--- src/rtl/core/pfs_pkg.sv ---
package pfs_pkg;

	localparam int SAMPLE_BITS    = 14;
	localparam int INDEX_BITS     = 16;
	localparam int FRAC_BITS      = 4;
	localparam int SCALED_BITS    = SAMPLE_BITS + FRAC_BITS;
	localparam int PED_BITS       = SCALED_BITS;
	localparam int THR_BITS       = 16;
	localparam int LVL_BITS       = PED_BITS + 1;
	localparam int DIFF_BITS      = SCALED_BITS + 1;
	localparam int AREA_BITS      = 35;
	localparam int RUN_BITS       = 16;
	localparam int CFG_DATA_BITS  = PED_BITS;
	localparam int CFG_INDEX_BITS = 3;

	localparam logic [AREA_BITS-1:0] AREA_MAX = {1'b0, {(AREA_BITS-1){1'b1}}};
	localparam logic [AREA_BITS-1:0] AREA_MIN = {1'b1, {(AREA_BITS-1){1'b0}}};
	localparam logic [RUN_BITS-1:0]  RUN_MAX  = {RUN_BITS{1'b1}};

	localparam logic [CFG_INDEX_BITS-1:0] REG_PEDESTAL       = 3'd0;
	localparam logic [CFG_INDEX_BITS-1:0] REG_OPEN_THRESHOLD = 3'd1;
	localparam logic [CFG_INDEX_BITS-1:0] REG_KEEP_THRESHOLD = 3'd2;
	localparam logic [CFG_INDEX_BITS-1:0] REG_MIN_PULSE_W    = 3'd3;
	localparam logic [CFG_INDEX_BITS-1:0] REG_SAT_LEVEL      = 3'd4;
	localparam logic [CFG_INDEX_BITS-1:0] REG_MIN_PLATEAU    = 3'd5;
	localparam logic [CFG_INDEX_BITS-1:0] REG_SAT_CHECK_EN   = 3'd6;

	typedef struct packed {
		logic [PED_BITS-1:0]    pedestal;
		logic [THR_BITS-1:0]    open_threshold;
		logic [THR_BITS-1:0]    keep_threshold;
		logic [INDEX_BITS-1:0]  min_pulse_width;
		logic [SAMPLE_BITS-1:0] saturation_level;
		logic [RUN_BITS-1:0]    min_plateau_length;
		logic                   saturation_check_enable;
	} cfg_t;

	// Everything the back end needs to emit one kept pulse.
	typedef struct packed {
		logic [INDEX_BITS-1:0]       start_idx;
		logic [INDEX_BITS-1:0]       end_idx;
		logic [INDEX_BITS-1:0]       peak_idx;
		logic signed [DIFF_BITS-1:0] peak_val;
		logic signed [AREA_BITS-1:0] area;
		logic                        dropped;
		logic                        bank;
	} desc_t;

	typedef struct packed {
		logic valid;
		logic bank;
	} bank_free_t;

endpackage

--- src/rtl/core/pfs_ram.sv ---
module pfs_ram #(
	parameter int WIDTH = 16,
	parameter int DEPTH = 32,
	localparam int AW = (DEPTH > 1) ? $clog2(DEPTH) : 1
) (
	input  logic             clk,
	input  logic             wr_en,
	input  logic [AW-1:0]    wr_addr,
	input  logic [WIDTH-1:0] wr_data,
	input  logic             rd_en,
	input  logic [AW-1:0]    rd_addr,
	output logic [WIDTH-1:0] rd_data
);

	logic [WIDTH-1:0] mem_q [DEPTH];

	always_ff @(posedge clk) begin
		if (wr_en) begin
			mem_q[wr_addr] <= wr_data;
		end
		if (rd_en) begin
			rd_data <= mem_q[rd_addr];
		end
	end

endmodule

--- src/rtl/core/pfs_front.sv ---
module pfs_front #(
	parameter int MAX_PLATEAUS = 15,
	localparam int CNT_BITS = $clog2(MAX_PLATEAUS + 1),
	localparam int SLOT_BITS = (MAX_PLATEAUS > 1) ? $clog2(MAX_PLATEAUS) : 1
) (
	input  logic                            clk,
	input  logic                            arst_n,
	input  pfs_pkg::cfg_t                   cfg,
	input  logic                            in_valid,
	output logic                            in_ready,
	input  logic [pfs_pkg::SAMPLE_BITS-1:0] sample,
	input  logic                            end_of_waveform,
	input  pfs_pkg::bank_free_t             bank_free,
	output logic                            st_we,
	output logic [SLOT_BITS:0]              st_addr,
	output logic [pfs_pkg::RUN_BITS-1:0]    st_data,
	output logic                            desc_push,
	output pfs_pkg::desc_t                  desc,
	output logic [CNT_BITS-1:0]             desc_count
);

	import pfs_pkg::*;

	localparam logic [CNT_BITS-1:0] CNT_LIMIT = CNT_BITS'(MAX_PLATEAUS);

	logic                        in_pulse_q, keep_seen_q, in_plat_q, ovf_q, bank_q;
	logic [INDEX_BITS-1:0]       idx_q, start_q, peak_idx_q;
	logic [SAMPLE_BITS-1:0]      prev_q;
	logic signed [DIFF_BITS-1:0] peak_val_q;
	logic signed [AREA_BITS-1:0] area_q;
	logic [RUN_BITS-1:0]         run_q;
	logic [CNT_BITS-1:0]         cnt_q;
	logic [1:0]                  busy_q;

	logic                        n_in_pulse, n_keep, n_inplat, n_ovf, n_bank;
	logic [INDEX_BITS-1:0]       n_idx, n_start, n_pk_idx;
	logic [SAMPLE_BITS-1:0]      n_prev;
	logic signed [DIFF_BITS-1:0] n_pk_val;
	logic signed [AREA_BITS-1:0] n_area;
	logic [RUN_BITS-1:0]         n_run;
	logic [CNT_BITS-1:0]         n_cnt;

	logic                        fire, ge_open, ge_keep, opening, closing, flat, kept;
	logic [SCALED_BITS-1:0]      scaled;
	logic [LVL_BITS-1:0]         open_lvl, keep_lvl;
	logic signed [DIFF_BITS-1:0] diff;
	logic signed [AREA_BITS:0]   area_sum;
	logic [INDEX_BITS-1:0]       width;
	logic [1:0]                  busy_set, busy_clr;

	assign in_ready = !busy_q[bank_q];
	assign fire     = in_valid && in_ready;
	assign scaled   = {sample, {FRAC_BITS{1'b0}}};
	assign open_lvl = LVL_BITS'(cfg.pedestal) + LVL_BITS'(cfg.open_threshold);
	assign keep_lvl = LVL_BITS'(cfg.pedestal) + LVL_BITS'(cfg.keep_threshold);
	assign ge_open  = LVL_BITS'(scaled) >= open_lvl;
	assign ge_keep  = LVL_BITS'(scaled) >= keep_lvl;
	assign opening  = !in_pulse_q && ge_open;
	assign closing  = in_pulse_q && !ge_open;
	assign diff     = $signed({1'b0, scaled}) - $signed({1'b0, cfg.pedestal});
	assign flat     = (sample <= prev_q) && (sample >= cfg.saturation_level);

	always_comb begin
		n_in_pulse = in_pulse_q;
		n_keep     = keep_seen_q;
		n_inplat   = in_plat_q;
		n_ovf      = ovf_q;
		n_bank     = bank_q;
		n_idx      = idx_q;
		n_start    = start_q;
		n_pk_idx   = peak_idx_q;
		n_prev     = prev_q;
		n_pk_val   = peak_val_q;
		n_area     = area_q;
		n_run      = run_q;
		n_cnt      = cnt_q;
		st_we      = 1'b0;
		st_addr    = {bank_q, cnt_q[SLOT_BITS-1:0]};
		st_data    = run_q;
		desc_push  = 1'b0;
		desc       = '0;
		desc_count = '0;
		width      = '0;
		kept       = 1'b0;
		area_sum   = '0;
		if (fire) begin
			if (opening) begin
				n_in_pulse = 1'b1;
				n_keep     = 1'b0;
				n_start    = idx_q;
				n_pk_idx   = '0;
				n_pk_val   = '0;
				n_area     = '0;
				n_inplat   = 1'b0;
				n_run      = '0;
				n_cnt      = '0;
				n_ovf      = 1'b0;
			end
			if (closing) begin
				// The pulse ended on the previous sample; a pending run counts here.
				desc.end_idx   = idx_q - INDEX_BITS'(1);
				width          = desc.end_idx - start_q;
				kept           = keep_seen_q && (width >= cfg.min_pulse_width);
				desc.start_idx = start_q;
				desc.peak_idx  = peak_idx_q;
				desc.peak_val  = peak_val_q;
				desc.area      = area_q;
				desc.bank      = bank_q;
				if (cfg.saturation_check_enable && (width != '0)) begin
					desc_count   = cnt_q;
					desc.dropped = ovf_q;
					if (in_plat_q && (run_q >= cfg.min_plateau_length)) begin
						if (cnt_q < CNT_LIMIT) begin
							st_we      = 1'b1;
							desc_count = cnt_q + CNT_BITS'(1);
						end else begin
							desc.dropped = 1'b1;
						end
					end
				end
				desc_push = kept;
				n_in_pulse = 1'b0;
				n_keep     = 1'b0;
				n_start    = '0;
				n_pk_idx   = '0;
				n_pk_val   = '0;
				n_area     = '0;
				n_inplat   = 1'b0;
				n_run      = '0;
				n_cnt      = '0;
				n_ovf      = 1'b0;
			end else if (ge_open) begin
				n_keep   = n_keep | ge_keep;
				area_sum = {n_area[AREA_BITS-1], n_area} + (AREA_BITS + 1)'(diff);
				if (area_sum[AREA_BITS] != area_sum[AREA_BITS-1]) begin
					n_area = area_sum[AREA_BITS] ? AREA_MIN : AREA_MAX;
				end else begin
					n_area = area_sum[AREA_BITS-1:0];
				end
				if (diff > n_pk_val) begin
					n_pk_val = diff;
					n_pk_idx = idx_q;
				end
				// The first sample of a window has no predecessor to compare with.
				if (idx_q != '0) begin
					if (flat) begin
						if (!n_inplat) begin
							n_inplat = 1'b1;
							n_run    = RUN_BITS'(1);
						end else if (n_run != RUN_MAX) begin
							n_run = n_run + RUN_BITS'(1);
						end
					end else if (n_inplat) begin
						if (n_run >= cfg.min_plateau_length) begin
							if (n_cnt < CNT_LIMIT) begin
								st_we   = 1'b1;
								st_addr = {bank_q, n_cnt[SLOT_BITS-1:0]};
								st_data = n_run;
								n_cnt   = n_cnt + CNT_BITS'(1);
							end else begin
								n_ovf = 1'b1;
							end
						end
						n_inplat = 1'b0;
						n_run    = '0;
					end
				end
				if (end_of_waveform) begin
					// A pulse cut by the window end reports no plateaus.
					desc.end_idx   = idx_q;
					width          = idx_q - n_start;
					kept           = n_keep && (width >= cfg.min_pulse_width);
					desc.start_idx = n_start;
					desc.peak_idx  = n_pk_idx;
					desc.peak_val  = n_pk_val;
					desc.area      = n_area;
					desc.bank      = bank_q;
					desc_push      = kept;
					n_in_pulse = 1'b0;
					n_keep     = 1'b0;
					n_start    = '0;
					n_pk_idx   = '0;
					n_pk_val   = '0;
					n_area     = '0;
					n_inplat   = 1'b0;
					n_run      = '0;
					n_cnt      = '0;
					n_ovf      = 1'b0;
				end
			end
			n_prev = sample;
			n_idx  = end_of_waveform ? '0 : idx_q + INDEX_BITS'(1);
			if (desc_push) begin
				n_bank = !bank_q;
			end
		end
	end

	always_comb begin
		busy_set = '0;
		busy_clr = '0;
		if (desc_push) begin
			busy_set[bank_q] = 1'b1;
		end
		if (bank_free.valid) begin
			busy_clr[bank_free.bank] = 1'b1;
		end
	end

	always_ff @(posedge clk or negedge arst_n) begin
		if (!arst_n) begin
			in_pulse_q  <= 1'b0;
			keep_seen_q <= 1'b0;
			in_plat_q   <= 1'b0;
			ovf_q       <= 1'b0;
			bank_q      <= 1'b0;
			idx_q       <= '0;
			start_q     <= '0;
			peak_idx_q  <= '0;
			prev_q      <= '0;
			peak_val_q  <= '0;
			area_q      <= '0;
			run_q       <= '0;
			cnt_q       <= '0;
			busy_q      <= '0;
		end else begin
			in_pulse_q  <= n_in_pulse;
			keep_seen_q <= n_keep;
			in_plat_q   <= n_inplat;
			ovf_q       <= n_ovf;
			bank_q      <= n_bank;
			idx_q       <= n_idx;
			start_q     <= n_start;
			peak_idx_q  <= n_pk_idx;
			prev_q      <= n_prev;
			peak_val_q  <= n_pk_val;
			area_q      <= n_area;
			run_q       <= n_run;
			cnt_q       <= n_cnt;
			busy_q      <= (busy_q | busy_set) & ~busy_clr;
		end
	end

endmodule

--- src/rtl/core/pfs_queue.sv ---
module pfs_queue #(
	parameter int WIDTH = 8
) (
	input  logic             clk,
	input  logic             arst_n,
	input  logic             push,
	input  logic [WIDTH-1:0] push_data,
	input  logic             pop,
	output logic             head_valid,
	output logic [WIDTH-1:0] head_data
);

	// Two entries cover both store banks; the producer never pushes into a full queue.
	logic [WIDTH-1:0] entry_q [2];
	logic             wr_ptr_q, rd_ptr_q;
	logic [1:0]       count_q;

	assign head_valid = count_q != 2'd0;
	assign head_data  = entry_q[rd_ptr_q];

	always_ff @(posedge clk) begin
		if (push) begin
			entry_q[wr_ptr_q] <= push_data;
		end
	end

	always_ff @(posedge clk or negedge arst_n) begin
		if (!arst_n) begin
			wr_ptr_q <= 1'b0;
			rd_ptr_q <= 1'b0;
			count_q  <= 2'd0;
		end else begin
			if (push) begin
				wr_ptr_q <= !wr_ptr_q;
			end
			if (pop) begin
				rd_ptr_q <= !rd_ptr_q;
			end
			count_q <= count_q + {1'b0, push} - {1'b0, pop};
		end
	end

endmodule

--- src/rtl/core/pfs_back.sv ---
module pfs_back #(
	parameter int MAX_PLATEAUS = 15,
	localparam int CNT_BITS = $clog2(MAX_PLATEAUS + 1),
	localparam int SLOT_BITS = (MAX_PLATEAUS > 1) ? $clog2(MAX_PLATEAUS) : 1
) (
	input  logic                                 clk,
	input  logic                                 arst_n,
	input  logic                                 q_valid,
	input  pfs_pkg::desc_t                       q_desc,
	input  logic [CNT_BITS-1:0]                  q_count,
	output logic                                 q_pop,
	output logic                                 rd_en,
	output logic [SLOT_BITS:0]                   rd_addr,
	input  logic [pfs_pkg::RUN_BITS-1:0]         rd_data,
	output pfs_pkg::bank_free_t                  bank_free,
	output logic                                 out_valid,
	input  logic                                 out_ready,
	output logic                                 record_kind,
	output logic [pfs_pkg::RUN_BITS-1:0]         plateau_length,
	output logic [pfs_pkg::INDEX_BITS-1:0]       start_time,
	output logic [pfs_pkg::INDEX_BITS-1:0]       end_time,
	output logic [pfs_pkg::INDEX_BITS-1:0]       peak_time,
	output logic signed [pfs_pkg::DIFF_BITS-1:0] peak_height,
	output logic signed [pfs_pkg::AREA_BITS-1:0] pulse_area,
	output logic                                 plateaus_dropped,
	output logic                                 last_of_run
);

	import pfs_pkg::*;

	localparam logic [1:0] ST_IDLE  = 2'd0;
	localparam logic [1:0] ST_NEXT  = 2'd1;
	localparam logic [1:0] ST_WAIT  = 2'd2;
	localparam logic [1:0] ST_PULSE = 2'd3;

	logic [1:0]          state_q;
	desc_t               cur_q;
	logic [CNT_BITS-1:0] cnt_q, k_q;
	logic                out_valid_q;
	logic                out_free, more, load_plat, load_pulse;

	assign out_free   = !out_valid_q || out_ready;
	assign more       = k_q < cnt_q;
	assign load_plat  = (state_q == ST_WAIT) && out_free;
	assign load_pulse = (state_q == ST_PULSE) && out_free;
	assign q_pop      = (state_q == ST_IDLE) && q_valid;
	assign rd_en      = (state_q == ST_NEXT) && more;
	assign rd_addr    = {cur_q.bank, k_q[SLOT_BITS-1:0]};
	assign out_valid  = out_valid_q;

	// The bank is handed back once the pulse record goes out; its plateaus are all read by then.
	assign bank_free.valid = load_pulse;
	assign bank_free.bank  = cur_q.bank;

	always_ff @(posedge clk or negedge arst_n) begin
		if (!arst_n) begin
			state_q     <= ST_IDLE;
			k_q         <= '0;
			out_valid_q <= 1'b0;
		end else begin
			if (load_plat || load_pulse) begin
				out_valid_q <= 1'b1;
			end else if (out_ready) begin
				out_valid_q <= 1'b0;
			end
			unique case (state_q)
				ST_IDLE: begin
					if (q_valid) begin
						k_q     <= '0;
						state_q <= ST_NEXT;
					end
				end
				ST_NEXT: begin
					state_q <= more ? ST_WAIT : ST_PULSE;
				end
				ST_WAIT: begin
					if (out_free) begin
						k_q     <= k_q + CNT_BITS'(1);
						state_q <= ST_NEXT;
					end
				end
				ST_PULSE: begin
					if (out_free) begin
						state_q <= ST_IDLE;
					end
				end
				default: state_q <= ST_IDLE;
			endcase
		end
	end

	always_ff @(posedge clk) begin
		if (q_pop) begin
			cur_q <= q_desc;
			cnt_q <= q_count;
		end
		if (load_plat) begin
			record_kind      <= 1'b0;
			plateau_length   <= rd_data;
			start_time       <= '0;
			end_time         <= '0;
			peak_time        <= '0;
			peak_height      <= '0;
			pulse_area       <= '0;
			plateaus_dropped <= 1'b0;
			last_of_run      <= 1'b0;
		end else if (load_pulse) begin
			record_kind      <= 1'b1;
			plateau_length   <= '0;
			start_time       <= cur_q.start_idx;
			end_time         <= cur_q.end_idx;
			peak_time        <= cur_q.peak_idx;
			peak_height      <= cur_q.peak_val;
			pulse_area       <= cur_q.area;
			plateaus_dropped <= cur_q.dropped;
			last_of_run      <= 1'b1;
		end
	end

endmodule

--- src/rtl/core/pulse_finder_with_saturation_plateaus.sv ---
// Pulse finder with saturation plateau search.
// Input channel: one raw sample per request with an end-of-window flag, valid/ready.
// Output channel: result records, valid/ready. A kept pulse gives one record per
// stored saturated plateau (record_kind 0) and then its pulse record (record_kind 1,
// last_of_run 1). Configuration goes through a write-only port, one register per write.
// The detector takes one sample per cycle while in_ready is high. A kept pulse is
// handed to the output side through a two-entry descriptor queue; its plateau lengths
// sit in one of two banks of the plateau store. Each plateau record ahead of the pulse
// record goes through the store's registered read and then the output register load.
// in_ready drops only after a kept pulse closes while the other store bank still holds
// a pulse that has not been sent, so it stalls until the older pulse's record is loaded
// into the output register.
// A stalled receiver holds the output register; the detector keeps taking samples
// until both banks are in use.
// Reset clears the detector, the queue and the output side, and loads the register
// reset values; the plateau store needs no clearing.
module pulse_finder_with_saturation_plateaus #(
	parameter int MAX_PLATEAUS = 15
) (
	input  logic                                     clk,
	input  logic                                     arst_n,
	input  logic                                     cfg_write,
	input  logic [pfs_pkg::CFG_INDEX_BITS-1:0]       cfg_index,
	input  logic [pfs_pkg::CFG_DATA_BITS-1:0]        cfg_data,
	input  logic                                     in_valid,
	output logic                                     in_ready,
	input  logic [pfs_pkg::SAMPLE_BITS-1:0]          sample,
	input  logic                                     end_of_waveform,
	output logic                                     out_valid,
	input  logic                                     out_ready,
	output logic                                     record_kind,
	output logic [pfs_pkg::RUN_BITS-1:0]             plateau_length,
	output logic [pfs_pkg::INDEX_BITS-1:0]           start_time,
	output logic [pfs_pkg::INDEX_BITS-1:0]           end_time,
	output logic [pfs_pkg::INDEX_BITS-1:0]           peak_time,
	output logic signed [pfs_pkg::DIFF_BITS-1:0]     peak_height,
	output logic signed [pfs_pkg::AREA_BITS-1:0]     pulse_area,
	output logic                                     plateaus_dropped,
	output logic                                     last_of_run
);

	import pfs_pkg::*;

	localparam int CNT_BITS   = $clog2(MAX_PLATEAUS + 1);
	localparam int SLOT_BITS  = (MAX_PLATEAUS > 1) ? $clog2(MAX_PLATEAUS) : 1;
	localparam int Q_WIDTH    = $bits(desc_t) + CNT_BITS;

	cfg_t                cfg_q;
	bank_free_t          bank_free;
	logic                st_we, desc_push, q_valid, q_pop, rd_en;
	logic [SLOT_BITS:0]  st_addr, rd_addr;
	logic [RUN_BITS-1:0] st_data, rd_data;
	desc_t               desc, q_desc;
	logic [CNT_BITS-1:0] desc_count, q_count;
	logic [Q_WIDTH-1:0]  q_head;

	always_ff @(posedge clk or negedge arst_n) begin
		if (!arst_n) begin
			cfg_q.pedestal                <= '0;
			cfg_q.open_threshold          <= '0;
			cfg_q.keep_threshold          <= '0;
			cfg_q.min_pulse_width         <= '0;
			cfg_q.saturation_level        <= {SAMPLE_BITS{1'b1}};
			cfg_q.min_plateau_length      <= RUN_BITS'(2);
			cfg_q.saturation_check_enable <= 1'b1;
		end else if (cfg_write) begin
			unique case (cfg_index)
				REG_PEDESTAL:       cfg_q.pedestal           <= cfg_data[PED_BITS-1:0];
				REG_OPEN_THRESHOLD: cfg_q.open_threshold     <= cfg_data[THR_BITS-1:0];
				REG_KEEP_THRESHOLD: cfg_q.keep_threshold     <= cfg_data[THR_BITS-1:0];
				REG_MIN_PULSE_W:    cfg_q.min_pulse_width    <= cfg_data[INDEX_BITS-1:0];
				REG_SAT_LEVEL:      cfg_q.saturation_level   <= cfg_data[SAMPLE_BITS-1:0];
				REG_MIN_PLATEAU:    cfg_q.min_plateau_length <= cfg_data[RUN_BITS-1:0];
				REG_SAT_CHECK_EN:   cfg_q.saturation_check_enable <= cfg_data[0];
				default: ;
			endcase
		end
	end

	pfs_front #(
		.MAX_PLATEAUS(MAX_PLATEAUS)
	) u_front (
		.clk             (clk),
		.arst_n          (arst_n),
		.cfg             (cfg_q),
		.in_valid        (in_valid),
		.in_ready        (in_ready),
		.sample          (sample),
		.end_of_waveform (end_of_waveform),
		.bank_free       (bank_free),
		.st_we           (st_we),
		.st_addr         (st_addr),
		.st_data         (st_data),
		.desc_push       (desc_push),
		.desc            (desc),
		.desc_count      (desc_count)
	);

	pfs_ram #(
		.WIDTH(RUN_BITS),
		.DEPTH(2 ** (SLOT_BITS + 1))
	) u_store (
		.clk     (clk),
		.wr_en   (st_we),
		.wr_addr (st_addr),
		.wr_data (st_data),
		.rd_en   (rd_en),
		.rd_addr (rd_addr),
		.rd_data (rd_data)
	);

	pfs_queue #(
		.WIDTH(Q_WIDTH)
	) u_queue (
		.clk        (clk),
		.arst_n     (arst_n),
		.push       (desc_push),
		.push_data  ({desc_count, desc}),
		.pop        (q_pop),
		.head_valid (q_valid),
		.head_data  (q_head)
	);

	assign q_desc  = q_head[$bits(desc_t)-1:0];
	assign q_count = q_head[Q_WIDTH-1:$bits(desc_t)];

	pfs_back #(
		.MAX_PLATEAUS(MAX_PLATEAUS)
	) u_back (
		.clk              (clk),
		.arst_n           (arst_n),
		.q_valid          (q_valid),
		.q_desc           (q_desc),
		.q_count          (q_count),
		.q_pop            (q_pop),
		.rd_en            (rd_en),
		.rd_addr          (rd_addr),
		.rd_data          (rd_data),
		.bank_free        (bank_free),
		.out_valid        (out_valid),
		.out_ready        (out_ready),
		.record_kind      (record_kind),
		.plateau_length   (plateau_length),
		.start_time       (start_time),
		.end_time         (end_time),
		.peak_time        (peak_time),
		.peak_height      (peak_height),
		.pulse_area       (pulse_area),
		.plateaus_dropped (plateaus_dropped),
		.last_of_run      (last_of_run)
	);

endmodule
--- config.mk ---
export PLATFORM = sky130hd
export DESIGN_NAME = pulse_finder_with_saturation_plateaus
export DESIGN_NICKNAME = d
export VERILOG_FILES = /design/src/rtl/core/pfs_pkg.sv /design/src/rtl/core/pfs_ram.sv /design/src/rtl/core/pfs_front.sv /design/src/rtl/core/pfs_queue.sv /design/src/rtl/core/pfs_back.sv /design/src/rtl/core/pulse_finder_with_saturation_plateaus.sv
export SDC_FILE = /design/constraint.sdc
export NUM_CORES = 2
export LEC_CHECK = 0
export BUFFER_PORTS_ARGS = -buffer_cell sky130_fd_sc_hd__clkbuf_2
export CORE_ASPECT_RATIO = 1.1
export CORE_UTILIZATION = 45
export CTS_BUF_LIST = sky130_fd_sc_hd__clkbuf_4 sky130_fd_sc_hd__clkbuf_8
export DETAILED_ROUTE_END_ITERATION = 10
export GPL_ROUTABILITY_DRIVEN = 1
export PLACE_DENSITY = 0.61
export REMOVE_ABC_BUFFERS = 1
export SLEW_MARGIN = 40
export SYNTH_ARGS = -nofsm -noshare
export SYNTH_HDL_FRONTEND = slang
export SYNTH_SLANG_ARGS = --single-unit
export TNS_END_PERCENT = 1
--- constraint.sdc ---
create_clock -name clk -period 14.85 [get_ports clk]
set_input_delay 1.485 -clock clk [delete_from_list [all_inputs] [get_ports clk]]
set_output_delay 1.485 -clock clk [all_outputs]
set_load 0.01 [all_outputs]
==> run summary <==
===============================================================================
Number of sinks on the clock net                                          1,223
Final setup viols                                                             0
Number of inserted filler cells in the final layout                      10,800
Worst-margin pin slew                                                  0.851 ns
Worst skew pair latency                                                 0.93 ns
Max incr delay on CP                                                    0.63 ns
Initial Utilization                                                       45.3%
Most used standard cells in the synthesized netlist                868 x edfxtp_1, 462 x nand2_1, 265 x ha_1, 235 x dfrtp_1, 213 x o21ai_0
All-Layer GR Usage                                                        21.8%
Top-area cell type share of the netlist area                              46.0%
Final critical path time including I/O delays and setup                 9.99 ns
Hold buffers post-CTS                                                         0
Leakage power of the design                                             25.0 nW
Root Buffer Master                                                     clkbuf_8
Critical path required time                                            15.39 ns
Via count of the first global-routing pass                               35,500
Critical path class                                                flip-flop to flip-flop
Area of the die                                                    127,000 um^2
Power per Cell Area                                                 192 nW/um^2
Core Region                                                        125,000 um^2
Wire length on met1                                                   61,100 um
Peak clock frequency supported by timing                                100 MHz
Post-route DRC                                                                1
Number of buffers added for setup after CTS                                   0
Met2 WL                                                               67,900 um
Asr flop ratio synth                                                      20.5%
Synthesis Warnings                                                            0
CTS tree                                                                  built
Unrepaired setup endpoints after global routing                           false
Post-route worst setup slack                                            4.86 ns
Final sum of negative setup slack                                          0 ns
Ratio of routed vias to standard cells                                     5.61
Max Buffers Root-to-Sink                                                      3
Row count                                                                   136
EDFF count, synth                                                           868
# IOs                                                                       164
GRT Residual Overflow                                                         0
Maximum number of pins on one net before global-route repair                 91
Yosys top cell by area                                                 edfxtp_1
Total design power                                                      12.3 mW
Die Wd                                                                   340 um
Max-slew violation total from the final report                                0
Cell variety after synth                                                     88
Final weighted congestion of routability-driven global placement          0.859
Violations in the final reports                                    design-rule violations
Final Cycle Share                                                         67.3%
Wire length of the first global-routing pass                         213,000 um
Setup clock skew after layout                                         0.0574 ns
Amount of wire on met3 after detailed routing                           6260 um
Post-synthesis average cell area                                      13.3 um^2
Nets                                                                      4,805
Hold crit path type                                                flip-flop to flip-flop
Routed Antenna Nets                                                           0
DP Wirelength                                                         91,400 um
Top FF cell, synth                                                     edfxtp_1
Fraction of layout instances using a drive strength above 1               22.6%
Synth Cell Area                                                     56,600 um^2
H-Tree Level Count                                                            4
Initial DRC count                                                         2,572
Number of vias in the routed layout                                      35,400
CTS clk-pin slew, worst paths                                           0.07 ns
Max stage delay cell, worst path                                      a2111oi_0
Count leader, synth                                                    edfxtp_1
Number of input and output port buffers inserted                            163
Crit path max fanout                                                         67
Worst slew margin relative to its limit                                   42.8%
Top metal layer carrying routed signals                                    met5
Layout area overhead                                                      13.0%
Dpl ws                                                                  4.97 ns
Post-DR wirelength/cell                                                 21.8 um
Final routed wirelength across all metal layers                      138,000 um
Result of the run                                                  finished, violations left
Startpoint class of the critical path                                 flip-flop
Synthesis-stage register bit count                                        1,223
Category of the worst setup path capture point                        flip-flop
Die height                                                               374 um
Pre-antenna DRT Iters                                                        10
Cell types occupying the most area after synthesis                 edfxtp_1 46%, dfrtp_1 10%, mux4_2 6.4%
Antenna violations before repair                                              3
Count of final hold-check violations                                          0
Max-capacitance violation count                                               0
Number of buffers added by the clock tree synthesis step                    192
Count of instances resized after the clock tree is built                      0
Share of synthesized area occupied by flip-flops and latches              60.8%
Arrival time of the worst setup path                                   10.53 ns
Synthesized instance count                                                4,254
Peak supply drop                                                         110 uV
===============================================================================
[flip-flops by register name (all words and copies together), names as in the netlist, 19 cells and up]
| signal | count |
|---|---|
| u_store.mem_q | 512 |
| u_queue.entry_q | 216 |
| u_front.area_q | 35 |
| u_back.peak_height | 19 |
| u_back.cur_q | 103 |
| u_back.pulse_area | 35 |
| cfg_q | 97 |
| u_front.peak_val_q | 19 |
[cell usage in the layout, fill, tap and decap left out, types with 160 or more instances in the layout]
master | netlist | final
ha_1 | 265 | 265
nand2_1 | 462 | 461
nor2_1 | 162 | 160
dfrtp_1 | 235 | 227
clkbuf_8 | 0 | 210
mux2_2 | 196 | 196
o21ai_0 | 213 | 211
edfxtp_1 | 868 | 868
a21oi_1 | 162 | 162
nand3_1 | 173 | 172
clkbuf_2 | 0 | 162
mux4_2 | 160 | 160
[cells by family (layout without fill, tap and decap cells)]
logic type	after synthesis	in the layout	share of synthesized area, %
AOI/OAI and AO/OA	751	751	8.69
buffers and inverters	374	776	2.55
and+or+nand+nor	1160	1160	9.75
muxes	361	361	10.4
xor gates and xnor gates	115	115	1.78
adders and majority gates	270	270	6.03
other	0	2	0
DFF	1223	1223	60.8
[path summary, 6_finish.rpt]
| kind | startpoint | end | slack [ns] | cells after the start |
|---|---|---|---|---|
| worst min-delay path | u_back.end_time[15] | u_back.end_time[15] | 0.43 | 2 |
| worst min register to register | u_back.end_time[15] | u_back.end_time[15] | 0.43 | 2 |
| worst max-delay path | cfg_q[81] | u_queue.entry_q[1][7] | 4.86 | 38 |
| min in group asynchronous | arst_n | u_front.start_q[8] | 0.44 | 1 |
| worst max register to register | cfg_q[81] | u_queue.entry_q[1][7] | 4.86 | 38 |
| max in group asynchronous | arst_n | cfg_q[22] | 12.75 | 5 |
[worst max-delay path, delay by kind of cell, from the launching register on]
family	cells	cell delay (ns)
xor gates and xnor gates	2	0.28
DFF	1	0.50
buffers and inverters	4	0.99
adders and majority gates	5	1.51
and+or+nand+nor	8	1.60
AOI/OAI and AO/OA	19	4.57
[report_power, final]
group | total, mW | switching [mW] | leakage [nW] | internal (mW)
Clock | 2.95 | 1.35 | 2.13 | 1.60
Sequential | 4.56 | 0.329 | 12.6 | 4.23
Combinational | 4.77 | 2.90 | 10.3 | 1.86
Total | 12.3 | 4.58 | 25.0 | 7.70
[cell type report]
type | count | area, um^2 | area share (%)
clock buffers | 284 | 3450 | 5.38
repair buffers | 270 | 1780 | 2.78
multi-input cells | 2657 | 21100 | 32.9
flip-flops and latches | 1223 | 34500 | 53.9
clock inverters | 72 | 592 | 0.925
inverters | 150 | 566 | 0.884
well taps | 1656 | 2070 | 3.24
diodes | 2 | 5.00 | 0.00782
[routing by layer]
layer,GRT usage (%),vias up
met4,5.83,2
met3,3.49,185
met1,29.3,17800
li1,-,16500
met2,36.6,889
met5,0,-
[metrics by stage]
stage	hold slack, ns	cell area [um^2]	instances	util (%)
after floorplan	0.436	55700	4030	-
after global placement	0.425	59600	5933	47.7
after detailed placement	0.429	59900	5953	48.0
after CTS	0.438	63900	6309	51.2
after global routing	0.390	64000	6314	51.2
final	0.434	64000	6314	51.2
No activity file was read; power rests on OpenSTA's default activity.
